--- src/sv/ccp_pkg.sv ---
// shared types and constants for the chunk container parser
package ccp_pkg;

    localparam logic [31:0] MAGIC_RESET = 32'h5453_4247;

    typedef enum logic [1:0] {
        PH_FILE_HDR = 2'd0,
        PH_SEC_HDR  = 2'd1,
        PH_SEC_DATA = 2'd2,
        PH_IGNORE   = 2'd3
    } t_phase;

    typedef enum logic [2:0] {
        K_HEADER  = 3'd0,
        K_VERSION = 3'd1,
        K_OPEN    = 3'd2,
        K_DATA    = 3'd3,
        K_IGNORED = 3'd4
    } t_kind;

    typedef enum logic [1:0] {
        ERR_OK    = 2'd0,
        ERR_SHORT = 2'd1,
        ERR_MAGIC = 2'd2,
        ERR_TRUNC = 2'd3
    } t_err;

    localparam logic [2:0] CNT_MAGIC_END = 3'd4;
    localparam logic [2:0] CNT_LEN_LAST  = 3'd7;

    typedef struct packed {
        t_phase      phase;
        logic [2:0]  hdr_cnt;
        logic        mismatch;
        logic [7:0]  ver_lo;
        logic [31:0] name;
        logic [31:0] len;
        logic [31:0] remaining;
    } t_state;

    typedef struct packed {
        t_kind       kind;
        logic [15:0] version;
        logic [31:0] section_name;
        logic [31:0] section_length;
        logic [7:0]  payload_byte;
        logic        last_of_section;
        logic        file_done;
        t_err        error_code;
    } t_result;

    localparam t_state STATE_RESET = '{
        phase:     PH_FILE_HDR,
        hdr_cnt:   3'd0,
        mismatch:  1'b0,
        ver_lo:    8'd0,
        name:      32'd0,
        len:       32'd0,
        remaining: 32'd0
    };

endpackage

--- src/sv/ccp_step.sv ---
// one parse step: next parser state and the result for one byte
module ccp_step
    import ccp_pkg::*;
(
    input  t_state      i_state,
    input  logic [7:0]  i_data_byte,
    input  logic        i_is_last,
    input  logic [31:0] i_magic,
    output t_state      o_state,
    output t_result     o_result
);

    logic [2:0]  cnt;
    logic [31:0] len_full;
    logic [7:0]  magic_byte;

    assign cnt        = i_state.hdr_cnt;
    assign len_full   = {i_data_byte, i_state.len[31:8]};
    assign magic_byte = i_magic[{cnt[1:0], 3'b000} +: 8];

    always_comb begin
        o_state  = i_state;
        o_result = '0;
        o_result.kind       = K_HEADER;
        o_result.error_code = ERR_OK;
        case (i_state.phase)
            PH_SEC_HDR: begin
                if (cnt < CNT_MAGIC_END) begin
                    o_state.name    = {i_data_byte, i_state.name[31:8]};
                    o_state.hdr_cnt = cnt + 3'd1;
                end else if (cnt < CNT_LEN_LAST) begin
                    o_state.len     = len_full;
                    o_state.hdr_cnt = cnt + 3'd1;
                end else begin
                    o_state.len             = len_full;
                    o_state.hdr_cnt         = 3'd0;
                    o_result.kind           = K_OPEN;
                    o_result.section_name   = i_state.name;
                    o_result.section_length = len_full;
                    if (len_full == 32'd0) begin
                        o_result.last_of_section = 1'b1;
                    end else begin
                        o_state.remaining = len_full;
                        o_state.phase     = PH_SEC_DATA;
                        if (i_is_last) begin
                            o_result.error_code = ERR_TRUNC;
                        end
                    end
                end
            end
            PH_SEC_DATA: begin
                o_result.kind         = K_DATA;
                o_result.payload_byte = i_data_byte;
                if (i_state.remaining <= 32'd1) begin
                    o_state.remaining        = 32'd0;
                    o_state.phase            = PH_SEC_HDR;
                    o_state.hdr_cnt          = 3'd0;
                    o_result.last_of_section = 1'b1;
                end else begin
                    o_state.remaining = i_state.remaining - 32'd1;
                    if (i_is_last) begin
                        o_result.error_code = ERR_TRUNC;
                    end
                end
            end
            PH_IGNORE: begin
                o_result.kind = K_IGNORED;
                if (i_is_last) begin
                    o_result.error_code = ERR_MAGIC;
                end
            end
            default: begin
                if (cnt < CNT_MAGIC_END) begin
                    if (i_data_byte != magic_byte) begin
                        o_state.mismatch = 1'b1;
                    end
                    o_state.hdr_cnt = cnt + 3'd1;
                    if (i_is_last) begin
                        o_result.error_code = ERR_SHORT;
                    end
                end else if (cnt == CNT_MAGIC_END) begin
                    o_state.ver_lo  = i_data_byte;
                    o_state.hdr_cnt = 3'd5;
                    if (i_is_last) begin
                        o_result.error_code = ERR_SHORT;
                    end
                end else begin
                    o_state.hdr_cnt = 3'd0;
                    if (i_state.mismatch) begin
                        o_result.kind = K_IGNORED;
                        o_state.phase = PH_IGNORE;
                        if (i_is_last) begin
                            o_result.error_code = ERR_MAGIC;
                        end
                    end else begin
                        o_result.kind    = K_VERSION;
                        o_result.version = {i_data_byte, i_state.ver_lo};
                        o_state.phase    = PH_SEC_HDR;
                    end
                end
            end
        endcase
        o_result.file_done = i_is_last;
        if (!i_is_last) begin
            o_result.error_code = ERR_OK;
        end else begin
            o_state = STATE_RESET;
        end
    end

endmodule

--- src/sv/chunk_container_parser_top.sv ---
// chunk container parser top level: input word register, parse step, result register
// a word accepted into the input register goes through the parse step into the result register once that is free
// throughput: one word per cycle while the output is not stalled; the step logic updates the state for each word
// an input register lets a word enter while a finished result still waits at the output
// reset (synchronous, active low) empties both stages, returns the parser to the file header
// and loads the magic register with its default; no clearing pass is needed
module chunk_container_parser_top
    import ccp_pkg::*;
#(
    parameter logic [31:0] MAGIC_DEFAULT = MAGIC_RESET
) (
    input  logic        i_clk,
    input  logic        i_rst_n,
    input  logic        i_cfg_we,
    input  logic [31:0] i_cfg_wdata,
    input  logic        i_in_valid,
    output logic        o_in_ready,
    input  logic [7:0]  i_data_byte,
    input  logic        i_is_last,
    output logic        o_out_valid,
    input  logic        i_out_ready,
    output logic [2:0]  o_result_kind,
    output logic [15:0] o_version,
    output logic [31:0] o_section_name,
    output logic [31:0] o_section_length,
    output logic [7:0]  o_payload_byte,
    output logic        o_last_of_section,
    output logic        o_file_done,
    output logic [1:0]  o_error_code
);

    logic [31:0] r_magic;
    logic        r_in_valid;
    logic [7:0]  r_in_byte;
    logic        r_in_last;
    t_state      r_st;
    t_state      n_st;
    logic        r_out_valid;
    t_result     r_out;
    t_result     n_out;
    logic        advance;

    assign advance    = r_in_valid && (!r_out_valid || i_out_ready);
    assign o_in_ready = !r_in_valid || advance;

    ccp_step u_step (
        .i_state     (r_st),
        .i_data_byte (r_in_byte),
        .i_is_last   (r_in_last),
        .i_magic     (r_magic),
        .o_state     (n_st),
        .o_result    (n_out)
    );

    always_ff @(posedge i_clk) begin
        if (!i_rst_n) begin
            r_magic <= MAGIC_DEFAULT;
        end else if (i_cfg_we) begin
            r_magic <= i_cfg_wdata;
        end
    end

    // input word stage
    always_ff @(posedge i_clk) begin
        if (!i_rst_n) begin
            r_in_valid <= 1'b0;
        end else if (o_in_ready) begin
            r_in_valid <= i_in_valid;
        end
    end

    always_ff @(posedge i_clk) begin
        if (i_in_valid && o_in_ready) begin
            r_in_byte <= i_data_byte;
            r_in_last <= i_is_last;
        end
    end

    // parser state
    always_ff @(posedge i_clk) begin
        if (!i_rst_n) begin
            r_st <= STATE_RESET;
        end else if (advance) begin
            r_st <= n_st;
        end
    end

    // result stage
    always_ff @(posedge i_clk) begin
        if (!i_rst_n) begin
            r_out_valid <= 1'b0;
        end else if (advance) begin
            r_out_valid <= 1'b1;
        end else if (i_out_ready) begin
            r_out_valid <= 1'b0;
        end
    end

    always_ff @(posedge i_clk) begin
        if (advance) begin
            r_out <= n_out;
        end
    end

    assign o_out_valid       = r_out_valid;
    assign o_result_kind     = r_out.kind;
    assign o_version         = r_out.version;
    assign o_section_name    = r_out.section_name;
    assign o_section_length  = r_out.section_length;
    assign o_payload_byte    = r_out.payload_byte;
    assign o_last_of_section = r_out.last_of_section;
    assign o_file_done       = r_out.file_done;
    assign o_error_code      = r_out.error_code;

    a_err_only_at_end: assert property (@(posedge i_clk) disable iff (!i_rst_n)
        o_out_valid && !o_file_done |-> o_error_code == ERR_OK)
        else $error("error code without end of file");

    a_los_kind: assert property (@(posedge i_clk) disable iff (!i_rst_n)
        o_out_valid && o_last_of_section |-> o_result_kind == K_OPEN
            || o_result_kind == K_DATA)
        else $error("last of section on wrong kind");

    a_restart_after_last: assert property (@(posedge i_clk) disable iff (!i_rst_n)
        advance && r_in_last |=> r_st.phase == PH_FILE_HDR && r_st.hdr_cnt == 3'd0
            && !r_st.mismatch)
        else $error("parser not restarted after final word");

    a_no_overwrite: assert property (@(posedge i_clk) disable iff (!i_rst_n)
        r_out_valid && !i_out_ready |-> !advance)
        else $error("waiting result overwritten");

endmodule

--- config.mk ---
export PLATFORM = sky130hd
export DESIGN_NAME = chunk_container_parser_top
export DESIGN_NICKNAME = d
export VERILOG_FILES = /design/src/sv/ccp_pkg.sv /design/src/sv/ccp_step.sv /design/src/sv/chunk_container_parser_top.sv
export SDC_FILE = /design/constraint.sdc
export NUM_CORES = 1
export LEC_CHECK = 0
export BUFFER_PORTS_ARGS = -buffer_cell sky130_fd_sc_hd__buf_2
export CAP_MARGIN = 20
export CORE_MARGIN = 4
export CORE_UTILIZATION = 64
export DETAILED_ROUTE_END_ITERATION = 10
export GPL_TIMING_DRIVEN = 1
export HOLD_SLACK_MARGIN = 0.12
export PLACE_DENSITY = 0.82
export SYNTH_ARGS = -nofsm -noshare
export SYNTH_HDL_FRONTEND = slang
export SYNTH_HIERARCHICAL = 1
export SYNTH_SLANG_ARGS = --single-unit
--- constraint.sdc ---
create_clock -name i_clk -period 3.65 [get_ports i_clk]
set_input_delay 0.9125 -clock i_clk [delete_from_list [all_inputs] [get_ports i_clk]]
set_output_delay 0.9125 -clock i_clk [all_outputs]
set_load 0.01 [all_outputs]
Word level (Yosys, flattened, before mapping) --
Cells that the tools add are included.
Cells by class: order comparisons 3, reduce and logical (&&, ||, !) cells 23, shift-type cells 1, muxes and demuxes 47, equality and inequality tests 14, bitwise operators 1, add/subtract/negate cells 2
Operators by type and width (count):
- 2-to-1 mux 32 bit | 4
- 2-to-1 mux 64 bit | 2
- 2-to-1 mux 110 bit | 1
- case mux 32 bit (2 select lines) | 1
- 2-to-1 mux 19 bit | 2
- <= comparator 32 x 1 -> 1 bit (second input constant) | 1
- zero test 32 bit | 1
- variable part select 32 x 6 -> 8 bit | 1
- subtractor 32 x 1 -> 32 bit (second input constant) | 1
- 2-to-1 mux 2 bit | 14
- 2-to-1 mux 3 bit | 6
- 2-to-1 mux 16 bit | 1
- 2-to-1 mux 8 bit | 2
- case mux 5 bit (3 select lines) | 1
- != test 3 bit (second input constant) | 4
- nonzero test 2 bit | 5
- 2-to-1 mux 9 bit | 1
- case mux 3 bit (3 select lines) | 1
- AND reduction 3 bit | 3
- 2-to-1 mux 1 bit | 8
- != test 8 bit | 1
- AND reduction 4 bit | 2
- AND reduction 8 bit | 1
- less-than comparator 3 bit (second input constant) | 2
- 19 further kinds | 25
Word-level totals: input bits 46, output and inout bits 97, bits in registers 248, logic and storage cells 111

Logic depth before layout (Yosys ltp) --
Gate-level depths: netlist (run 1).
depth in word-level cells 6, mapped depth 12

Modules after synthesis --
Netlist (run 1), hierarchy kept.
By module, submodules not included:
- chunk_container_parser_top | sequential area each 6005.8 um^2, area each 8789.7 um^2, instances 1, cells an instance 694
- ccp_step | sequential area each 0.0 um^2, area each 3880.0 um^2, instances 1, cells an instance 686

Worst setup path before layout (run 1) --
OpenSTA, ideal clock, no wires.
path kind register -> register, from register r_st[0] (netlist bit), to register r_st[16] (netlist bit), stages on the path, launching flop included 11, data arrival time 2.319 ns, required time 3.578 ns, setup slack 1.259 ns, clock period less this slack 2.391 ns, buffers on the path 0, setup time 0.072 ns, cells stage by stage dfxtp_1 inv_1 ha_1 or3b_2 or3_4 nor4b_4 o21a_1 nor2_1 o31ai_2 nand2_1 mux2i_1
RTL lines:
- from (decl) | line chunk_container_parser_top.sv:36 | t_state r_st;
- from (signal assigned) | line chunk_container_parser_top.sv:84 | r_st <= n_st;

==> flow_metrics.env, run 1 <==
export IMPL_synth_nets=1379
export IMPL_fillers=1365
export IMPL_hold_path_class="reg2reg"
export IMPL_final_cells=1676
export IMPL_layout_nets=1478
export IMPL_skew_ns=0.01255
export IMPL_crit_top_cell="nor4_1"
export IMPL_p_per_area_nw_per_um2=431.2
export IMPL_rr_endpoint="r_st[30]"
export IMPL_initial_core_util=0.6537
export IMPL_drtIter0Drc=966
export IMPL_crit_required_ns=4.03
export IMPL_cts_resized_gates=0
export IMPL_swShare=0.2180
export IMPL_p_sw_w=0.001308
export IMPL_finalHoldViolations=0
export IMPL_hp_start="r_st[70]"
export IMPL_syn2layout_area_growth_pct=13.46
export IMPL_clockBufferDepth=3
export IMPL_max_cap_viol_count=0
export IMPL_antenna_found_initial=0
export IMPL_finalCritPeriodShare=0.8098
export IMPL_grt_pass1_wl_um=49080
export IMPL_wl_um=30770
export IMPL_drive_gt1_frac=0.1685
export IMPL_hpwlAfterDp_um=20070
export IMPL_vias=10090
export IMPL_cp_data_arrival_time_ns=3.34
export IMPL_hold_path_end="r_st[70]"
export IMPL_p_leak_nw=5.184
export IMPL_rsz0062_at_grt="no"
export IMPL_port_buffers=142
export IMPL_ir_worst_vdd_mv=0.3477
export IMPL_crit_path_cell_trace="nor4_1, nand3b_1, o31ai_4, a31oi_1, a2111oi_0, nor4_1, nand2_1, mux2i_1"
export IMPL_final_area_um2=13920
export IMPL_wl_met1_um=12500
export IMPL_status="finished, final reports clean"
export IMPL_regToRegSetupSlack_ns=0.69
export IMPL_drv_slew=0
export IMPL_placed_area_um2=13030
export IMPL_path_class="reg2reg"
export IMPL_slowest_delay_ns=0.81
export IMPL_crit_path_end_kind="flop"
export IMPL_clockPowerShare=0.454
export IMPL_vias_per_cell=6.022
export IMPL_io_pins=143
export IMPL_start_kind="flop"
export IMPL_gp_congestion=1.004
export IMPL_htreeDepth=1
export IMPL_die_w_um=146.5
export IMPL_syn_avg_cell_area_um2=9.267
export IMPL_synthesis_area_um2=12270
export IMPL_numCtsBuffers=25
export IMPL_whs_path_depth=2
export IMPL_clock_latency_ns=0.52
export IMPL_drtAntennaViolNets=0
export IMPL_grtUsageTotal=0.2777
export IMPL_dr_wl_met3_um=2354
export IMPL_ctsHoldBuffers=0
export IMPL_seqPwrFrac=0.484
export IMPL_postCtsSetupRepairBufs=0
export IMPL_combPwrFrac=0.061
export IMPL_grt_max_degree=86
export IMPL_first_pass_iters=5
export IMPL_dp_cells=1630
export IMPL_wl_met2_um=14830
export IMPL_cts_sinks=240
export IMPL_cp_max_fo=17
export IMPL_top_layer="met4"
export IMPL_reg2reg_depth=8
export IMPL_die_area_um2=21450
export IMPL_num_rows=50
export IMPL_cts_root_buf="clkbuf_16"
export IMPL_first_global_vias=9603
export IMPL_drc=0
export IMPL_core_area_um2=18770
export IMPL_diodes=0
export IMPL_internal_power_w=0.004694
export IMPL_wire_per_inst_um=18.36
export IMPL_finalCriticalPeriod_ns=2.956
export IMPL_finalSetupViolations=0
export IMPL_die_y_um=146.5
export IMPL_yosysWarnings=6
export IMPL_fmax_mhz=338.3
export IMPL_synthCells=1324
export IMPL_relSlewSlack=0.3687
export IMPL_grt_overflow=0
export IMPL_worstMarginPinSlew_ns=0.9469
export IMPL_cts_tree="done"
export IMPL_clk_pin_slew_ns=0.06
export IMPL_setup_tns_ns=0
export IMPL_r2r_start="r_st[15]"
export IMPL_crit_slowest_cell="o31ai_4"
## critical path: cells and delay by family, from the launching register on
| kind | cells | cell delay [ns] |
|---|---|---|
| compound gates | 3 | 1.37 |
| flops | 1 | 0.39 |
| simple gates | 4 | 0.96 |
| mux | 1 | 0.08 |
## cell usage in the layout, fill, tap and decap left out, drive strengths merged, types with 6 or more instances in the layout
cell type	n
nand2	368
buf	176
mux2i	144
dfxtp	136
edfxtp	104
and2	86
a21oi	82
nor2	42
clkbuf	32
o21ai	29
nor2b	26
inv	23
nor3	22
nor4	18
a31oi	16
o31ai	12
nand3	11
xor2	9
ha	9
o21a	8
mux4	8
nand4	7
a221o	6
a211oi	6
a21o	6
clkinv	6
## worst max-delay path by stage
stage              from  cells past startpoint        to  slack (ns)
2_1_floorplan   r_st[0]                     10  r_st[16]        1.26
3_5_place_dp   r_st[15]                      8  r_st[30]        0.82
3_3_place_gp   r_st[15]                      8  r_st[20]         1.0
4_1_cts        r_st[15]                      8  r_st[30]        0.79
6_report       r_st[15]                      8  r_st[30]        0.69
5_1_grt        r_st[15]                      8  r_st[20]        0.49
## state kept, by name, indices dropped and copies added, names as in the netlist
register,cells
o_file_done,1
o_error_code,2
o_result_kind,3
o_last_of_section,1
o_payload_byte,8
r_in_valid,1
o_out_valid,1
o_section_length,32
r_st,102
r_magic,32
r_in_byte,8
r_in_last,1
o_section_name,32
o_version,16
## through the flow
stage	util	setup slack, ns	total power, W	hold WS [ns]
after CTS	0.7417	0.7892	0.006033	0.4769
after global placement	0.6944	0.9978	0.003324	0.4508
final	0.7417	0.6941	0.006002	0.4709
after global routing	0.7417	0.4889	0.006168	0.4935
after detailed placement	0.6944	0.8195	0.003329	0.4574
after floorplan	-	1.259	0.003209	0.4335
## layout make-up
| type | count | area (um2) | share of cell area |
|---|---|---|---|
| multi-input cells | 959 | 5793 | 0.4161 |
| well taps | 234 | 292.8 | 0.02103 |
| flip-flops and latches | 240 | 5846 | 0.4199 |
| repair buffers | 176 | 1022 | 0.07343 |
| clock inverters | 14 | 206.4 | 0.01483 |
| inverters | 21 | 78.83 | 0.005662 |
| clock buffers | 32 | 681.9 | 0.04898 |
## power by group through the flow
stage                     clock [W]  sequential (W)  combinational (W)
after floorplan                   0         0.00298           0.000229
after global placement            0         0.00296           0.000362
after detailed placement          0         0.00296           0.000365
after CTS                   0.00276         0.00291           0.000368
after global routing        0.00286         0.00291           0.000393
final                       0.00273         0.00291           0.000368
## layer usage
metal	track usage	up-vias
met3	0.04314	83
met2	0.4638	449
met4	0.09878	0
met1	0.3699	4787
li1	-	4774
met5	0	-
Power figures use the tool's default switching activity.
==> run 2, diff against run 1 <==
CORE_UTILIZATION = 53   (was 64)
PLACE_DENSITY = 0.72   (was 0.82)
clock period = 2.41 ns   (was 3.65 ns; I/O delays follow)
==> run 2 against run 1 <==
Effect of this change:
- die area up 20%
- critical path type unchanged
- routed wire length grew 7.2%
- largest cell class is now multi-input gates
- first-iteration DRC count fell by 22%
==> flow_metrics.env, run 2 (synthesis results as in run 1) <==
export IMPL_status="finished, final reports clean"
export IMPL_cts_sinks=240
export IMPL_final_common_cell="nand2_1"
export IMPL_die_w_um=160.2
export IMPL_rsz0062_at_grt="yes"
export IMPL_finalCritPeriodShare=0.9876
export IMPL_finalSetupViolations=0
export IMPL_hold_path_end="r_in_last"
export IMPL_final_util=0.6683
export IMPL_combPwrFrac=0.064
export IMPL_crit_required_ns=2.88
export IMPL_relSlewSlack=0.4966
export IMPL_p_per_area_nw_per_um2=616.4
export IMPL_grt_overflow=0
export IMPL_fillers=1788
export IMPL_slowest_delay_ns=0.40
export IMPL_p_leak_nw=5.858
export IMPL_clk_pin_slew_ns=0.07
export IMPL_grtUsageTotal=0.2479
export IMPL_wl_um=32970
export IMPL_cp_max_fo=3
export IMPL_swShare=0.2178
export IMPL_regToRegSetupSlack_ns=0.03
export IMPL_clock_latency_ns=0.53
export IMPL_num_rows=55
export IMPL_max_cap_viol_count=0
export IMPL_layout_nets=1594
export IMPL_die_area_um2=25650
export IMPL_grt_max_degree=71
export IMPL_r2r_start="r_in_byte[4]"
export IMPL_drtAntennaViolNets=0
export IMPL_path_class="reg2reg"
export IMPL_first_global_vias=9773
export IMPL_crit_path_cell_trace="nor4_2, buf_4, nand4_1, o211a_4, buf_6, buf_4, or3b_1, a31oi_1, nand2_1, mux2i_1"
export IMPL_hp_start="i_is_last"
export IMPL_htreeDepth=1
export IMPL_p_sw_w=0.002038
export IMPL_clockBufferDepth=3
export IMPL_start_kind="flop"
export IMPL_drc=0
export IMPL_hold_path_class="in2reg"
export IMPL_vias=10400
export IMPL_setup_tns_ns=0
export IMPL_core_area_um2=22710
export IMPL_initial_core_util=0.5403
export IMPL_critical_path_top_delay_family="simple AND/OR/NAND/NOR gates"
export IMPL_cp_num_buf_inv=3
export IMPL_numCtsBuffers=26
export IMPL_rr_endpoint="r_st[12]"
export IMPL_internal_power_w=0.007317
export IMPL_grt_pass1_wl_um=52380
export IMPL_hpwlAfterDp_um=22160
export IMPL_drv_slew=0
export IMPL_setup_ws_ns=0.02978
export IMPL_crit_top_cell="buf_4"
export IMPL_gp_congestion=0.9062
export IMPL_whs_path_depth=1
export IMPL_largest_reg_flops=102
export IMPL_reg2reg_depth=10
export IMPL_wire_per_inst_um=17.88
export IMPL_finalHoldViolations=0
export IMPL_diodes=0
export IMPL_clockPowerShare=0.466
export IMPL_seqPwrFrac=0.470
export IMPL_final_cell_mix="nand2_1 (367), mux2i_1 (144), buf_2 (141)"
export IMPL_die_y_um=160.2
export IMPL_dp_slack_ns=-0.4761
export IMPL_worstMarginPinSlew_ns=0.7551
export IMPL_largest_register="r_st"
export IMPL_finalCriticalPeriod_ns=2.380
export IMPL_cts_root_buf="clkbuf_16"
export IMPL_drtIter0Drc=754
export IMPL_dp_cells=1783
export IMPL_cp_data_arrival_time_ns=2.85
export IMPL_syn2layout_area_growth_pct=23.69
export IMPL_port_buffers=142
export IMPL_crit_path_end_kind="flop"
export IMPL_skew_ns=0.009204
export IMPL_fmax_mhz=420.1
export IMPL_crit_slowest_cell="edfxtp_1"
export IMPL_final_cells=1844
export IMPL_first_pass_iters=6
export IMPL_antenna_found_initial=0
export IMPL_ir_worst_vdd_mv=0.7098
export IMPL_cts_tree="done"
export IMPL_drive_gt1_frac=0.2412
export IMPL_io_pins=143
export IMPL_vias_per_cell=5.639
[run 2: final cells by class]
cell class | instances | area (um2) | share of cell area
Clock buffer | 33 | 708.2 | 0.04667
Clock inverter | 15 | 239.0 | 0.01575
Inverter | 21 | 78.83 | 0.005194
Multi-Input combinational cell | 959 | 5928 | 0.3906
Sequential cell | 240 | 5848 | 0.3854
Tap cell | 285 | 356.6 | 0.02350
Timing Repair Buffer | 291 | 2017 | 0.1329
[run 2: worst reg2reg max path, stage by stage, from the launching register on]
cell	delay [ns]
edfxtp_1	0.40
nor4_2	0.35
buf_4	0.16
nand4_1	0.15
o211a_4	0.31
buf_6	0.13
buf_4	0.13
or3b_1	0.37
a31oi_1	0.13
nand2_1	0.07
mux2i_1	0.13
[run 2: metal layers]
| metal | global-route usage | vias to the layer above | wire, um |
|---|---|---|---|
| met1 | 0.3471 | 4948 | 14320 |
| met3 | 0.03123 | 67 | 2122 |
| met4 | 0.07352 | 0 | 845 |
| met5 | 0 | - | 0 |
| met2 | 0.4064 | 383 | 15680 |
| li1 | - | 5001 | - |
[run 2: how the worst max path moves through the flow]
stage | depth (start not counted) | start | endpoint | slack, ns
after detailed placement | 10 | r_in_byte[0] | r_st[19] | -0.48
after CTS | 11 | r_in_byte[6] | r_st[0] | -0.02
after global placement | 10 | r_in_byte[0] | r_st[19] | -0.45
final | 10 | r_in_byte[4] | r_st[12] | 0.03
after floorplan | 10 | r_st[0] | r_st[16] | 0.02
after global routing | 11 | r_in_byte[4] | r_st[0] | -0.06
[run 2: timing repair]
action | in CTS | in global routing
buffers inserted | 2 | 12
resized for setup | 9 | 27
pin swaps | 5 | 17
endpoints found under the hold margin | 0 | 0
hold buffers | 0 | 0
setup endpoints to repair | 22 | 25
[run 2: stage by stage]
step	area (um2)	total power (W)	hold slack (ns)
after floorplan	12270	0.004861	0.4335
after global placement	13950	0.005052	0.4493
after detailed placement	13950	0.005061	0.4562
after CTS	14960	0.009424	0.2301
after global routing	15180	0.009671	0.2377
final	15180	0.009354	0.2500
[run 2: power groups by stage]
stage | sequential (W) | combinational [W] | clock (W)
finish | 0.00439 | 0.000597 | 0.00436
global placement | 0.00447 | 0.000577 | 0
CTS | 0.00440 | 0.000588 | 0.00444
global route | 0.00441 | 0.000637 | 0.00463
detailed placement | 0.00448 | 0.000582 | 0
floorplan | 0.00451 | 0.000346 | 0
==> run 3, diff against run 2 <==
CORE_UTILIZATION = 45   (was 53)
PLACE_DENSITY = 0.62   (was 0.72)
RECOVER_POWER = 100   (was default)
==> run 3 against run 2 <==
Effect of this change:
- via count decreased by 2.1%
- global-route usage decreased by 3.5 points
- highest routed layer unchanged
- critical path type unchanged
- non-clock buffer count is 26 lower
- sequential power about the same
==> flow_metrics.env, run 3 (synthesis results as in run 1) <==
export IMPL_finalCritPeriodShare=0.9660
export IMPL_drv_slew=0
export IMPL_port_buffers=142
export IMPL_initial_core_util=0.4565
export IMPL_rsz0062_at_grt="yes"
export IMPL_internal_power_w=0.007229
export IMPL_syn2layout_area_growth_pct=19.93
export IMPL_finalHoldViolations=0
export IMPL_drtIter0Drc=890
export IMPL_whs_ns=0.2338
export IMPL_grt_pass1_wl_um=52900
export IMPL_fmax_mhz=429.6
export IMPL_cts_root_buf="clkbuf_16"
export IMPL_cts_sinks=240
export IMPL_first_pass_iters=5
export IMPL_clk_pin_slew_ns=0.07
export IMPL_die_area_um2=29970
export IMPL_skew_ns=0.01304
export IMPL_finalSetupViolations=0
export IMPL_cts_tree="done"
export IMPL_crit_required_ns=2.83
export IMPL_seqPwrFrac=0.472
export IMPL_max_cap_viol_count=0
export IMPL_largest_register="r_st"
export IMPL_cp_max_fo=5
export IMPL_cp_data_arrival_time_ns=2.75
export IMPL_status="finished, final reports clean"
export IMPL_vias=10180
export IMPL_diodes=0
export IMPL_die_w_um=173.1
export IMPL_ir_worst_vdd_mv=0.5439
export IMPL_first_global_vias=9644
export IMPL_io_pins=143
export IMPL_grt_max_degree=98
export IMPL_numCtsBuffers=27
export IMPL_relSlewSlack=0.008095
export IMPL_wl_um=33210
export IMPL_p_per_area_nw_per_um2=633.9
export IMPL_drive_gt1_frac=0.1570
export IMPL_final_cell_mix="nand2_1 (368), mux2i_1 (144), dfxtp_1 (135)"
export IMPL_hold_path_class="in2reg"
export IMPL_p_leak_nw=5.346
export IMPL_drc=0
export IMPL_seqCellArea_um2=5847
export IMPL_clockPowerShare=0.468
export IMPL_wire_per_inst_um=17.70
export IMPL_final_common_cell="nand2_1"
export IMPL_multi_input_area_um2=5849
export IMPL_num_rows=60
export IMPL_drtAntennaViolNets=0
export IMPL_start_kind="flop"
export IMPL_htreeDepth=1
export IMPL_clockBufferDepth=3
export IMPL_crit_path_end_kind="flop"
export IMPL_hpwlAfterDp_um=22500
export IMPL_setup_tns_ns=0
export IMPL_layout_nets=1569
export IMPL_p_sw_w=0.002098
export IMPL_antenna_found_initial=0
export IMPL_clock_latency_ns=0.55
export IMPL_path_class="reg2reg"
export IMPL_finalCriticalPeriod_ns=2.328
export IMPL_core_area_um2=26880
export IMPL_vias_per_cell=5.424
export IMPL_swShare=0.2249
export IMPL_combPwrFrac=0.060
export IMPL_die_y_um=173.1
export IMPL_fillers=2543
export IMPL_gp_congestion=0.9258
export IMPL_largest_reg_flops=102
export IMPL_grt_overflow=0
export IMPL_worstMarginPinSlew_ns=1.488
export IMPL_grtUsageTotal=0.2125
-- run 3: cell types whose count changed in the layout (fill, tap and decap cells not counted), moves of 7 or more --
cell      before  now
clkbuf_1       5  106
buf_2        141   44
and2_0         0   58
and2_1        86   28
buf_4        131  104
buf_12        13    6
-- run 3: worst paths after layout --
kind         cells past startpoint      endpoint      startpoint  slack, ns
max                             10      r_st[11]         r_st[5]       0.08
min                              1  r_in_byte[4]  i_data_byte[4]       0.23
max reg2reg                     10      r_st[11]         r_st[5]       0.08
min reg2reg                      2      r_st[67]        r_st[67]       0.47
-- run 3: per-stage QoR --
stage | instances | cell area [um2] | worst slack, ns | utilization | power [W]
detailed placement | 1824 | 13890 | 0.02063 | 0.5170 | 0.005073
CTS | 1874 | 14850 | 0.01714 | 0.5525 | 0.009441
global placement | 1824 | 13890 | 0.06015 | 0.5170 | 0.005068
floorplan | 1324 | 12270 | 0.01894 | - | 0.004861
global route | 1876 | 14710 | -0.05432 | 0.5475 | 0.009650
finish | 1876 | 14710 | 0.08199 | 0.5475 | 0.009327
-- run 3: cell type report --
cell class | count | share of cell area
inverter | 21 | 0.005357
sequential | 240 | 0.3974
clock buffer | 31 | 0.04838
clock inverter | 19 | 0.01641
timing repair buffer | 265 | 0.1060
tap | 341 | 0.02900
multi-input combinational | 959 | 0.3975
-- run 3: repair_timing --
action,4_1_cts,5_1_grt
endpoints found under the setup margin,0,20
hold endpoints to repair,0,0
resized for setup,0,23
setup buffers,0,2
hold buffers,0,0
-- run 3: power groups by stage --
| stage | combinational (W) | clock (W) | sequential, W |
|---|---|---|---|
| finish | 0.000560 | 0.00437 | 0.00440 |
| CTS | 0.000593 | 0.00445 | 0.00439 |
| global route | 0.000607 | 0.00463 | 0.00441 |
| detailed placement | 0.000591 | 0 | 0.00448 |
| floorplan | 0.000346 | 0 | 0.00451 |
| global placement | 0.000589 | 0 | 0.00448 |
-- run 3: critical path: stages (launching register included) --
cell and delay (ns):
dfxtp_1 0.34, nor4_2 0.41, and4b_1 0.37, buf_4 0.18
a31oi_1 0.09, buf_4 0.17, buf_4 0.14, a311oi_1 0.25
a211oi_1 0.10, nand2_1 0.08, mux2i_1 0.07
-- run 3: routing by layer --
metal	wire, um	vias up	GRT usage
met2	15280	309	0.3414
li1	-	4955	-
met5	0	-	0
met1	15010	4853	0.2962
met3	2075	59	0.03848
met4	845	0	0.06086
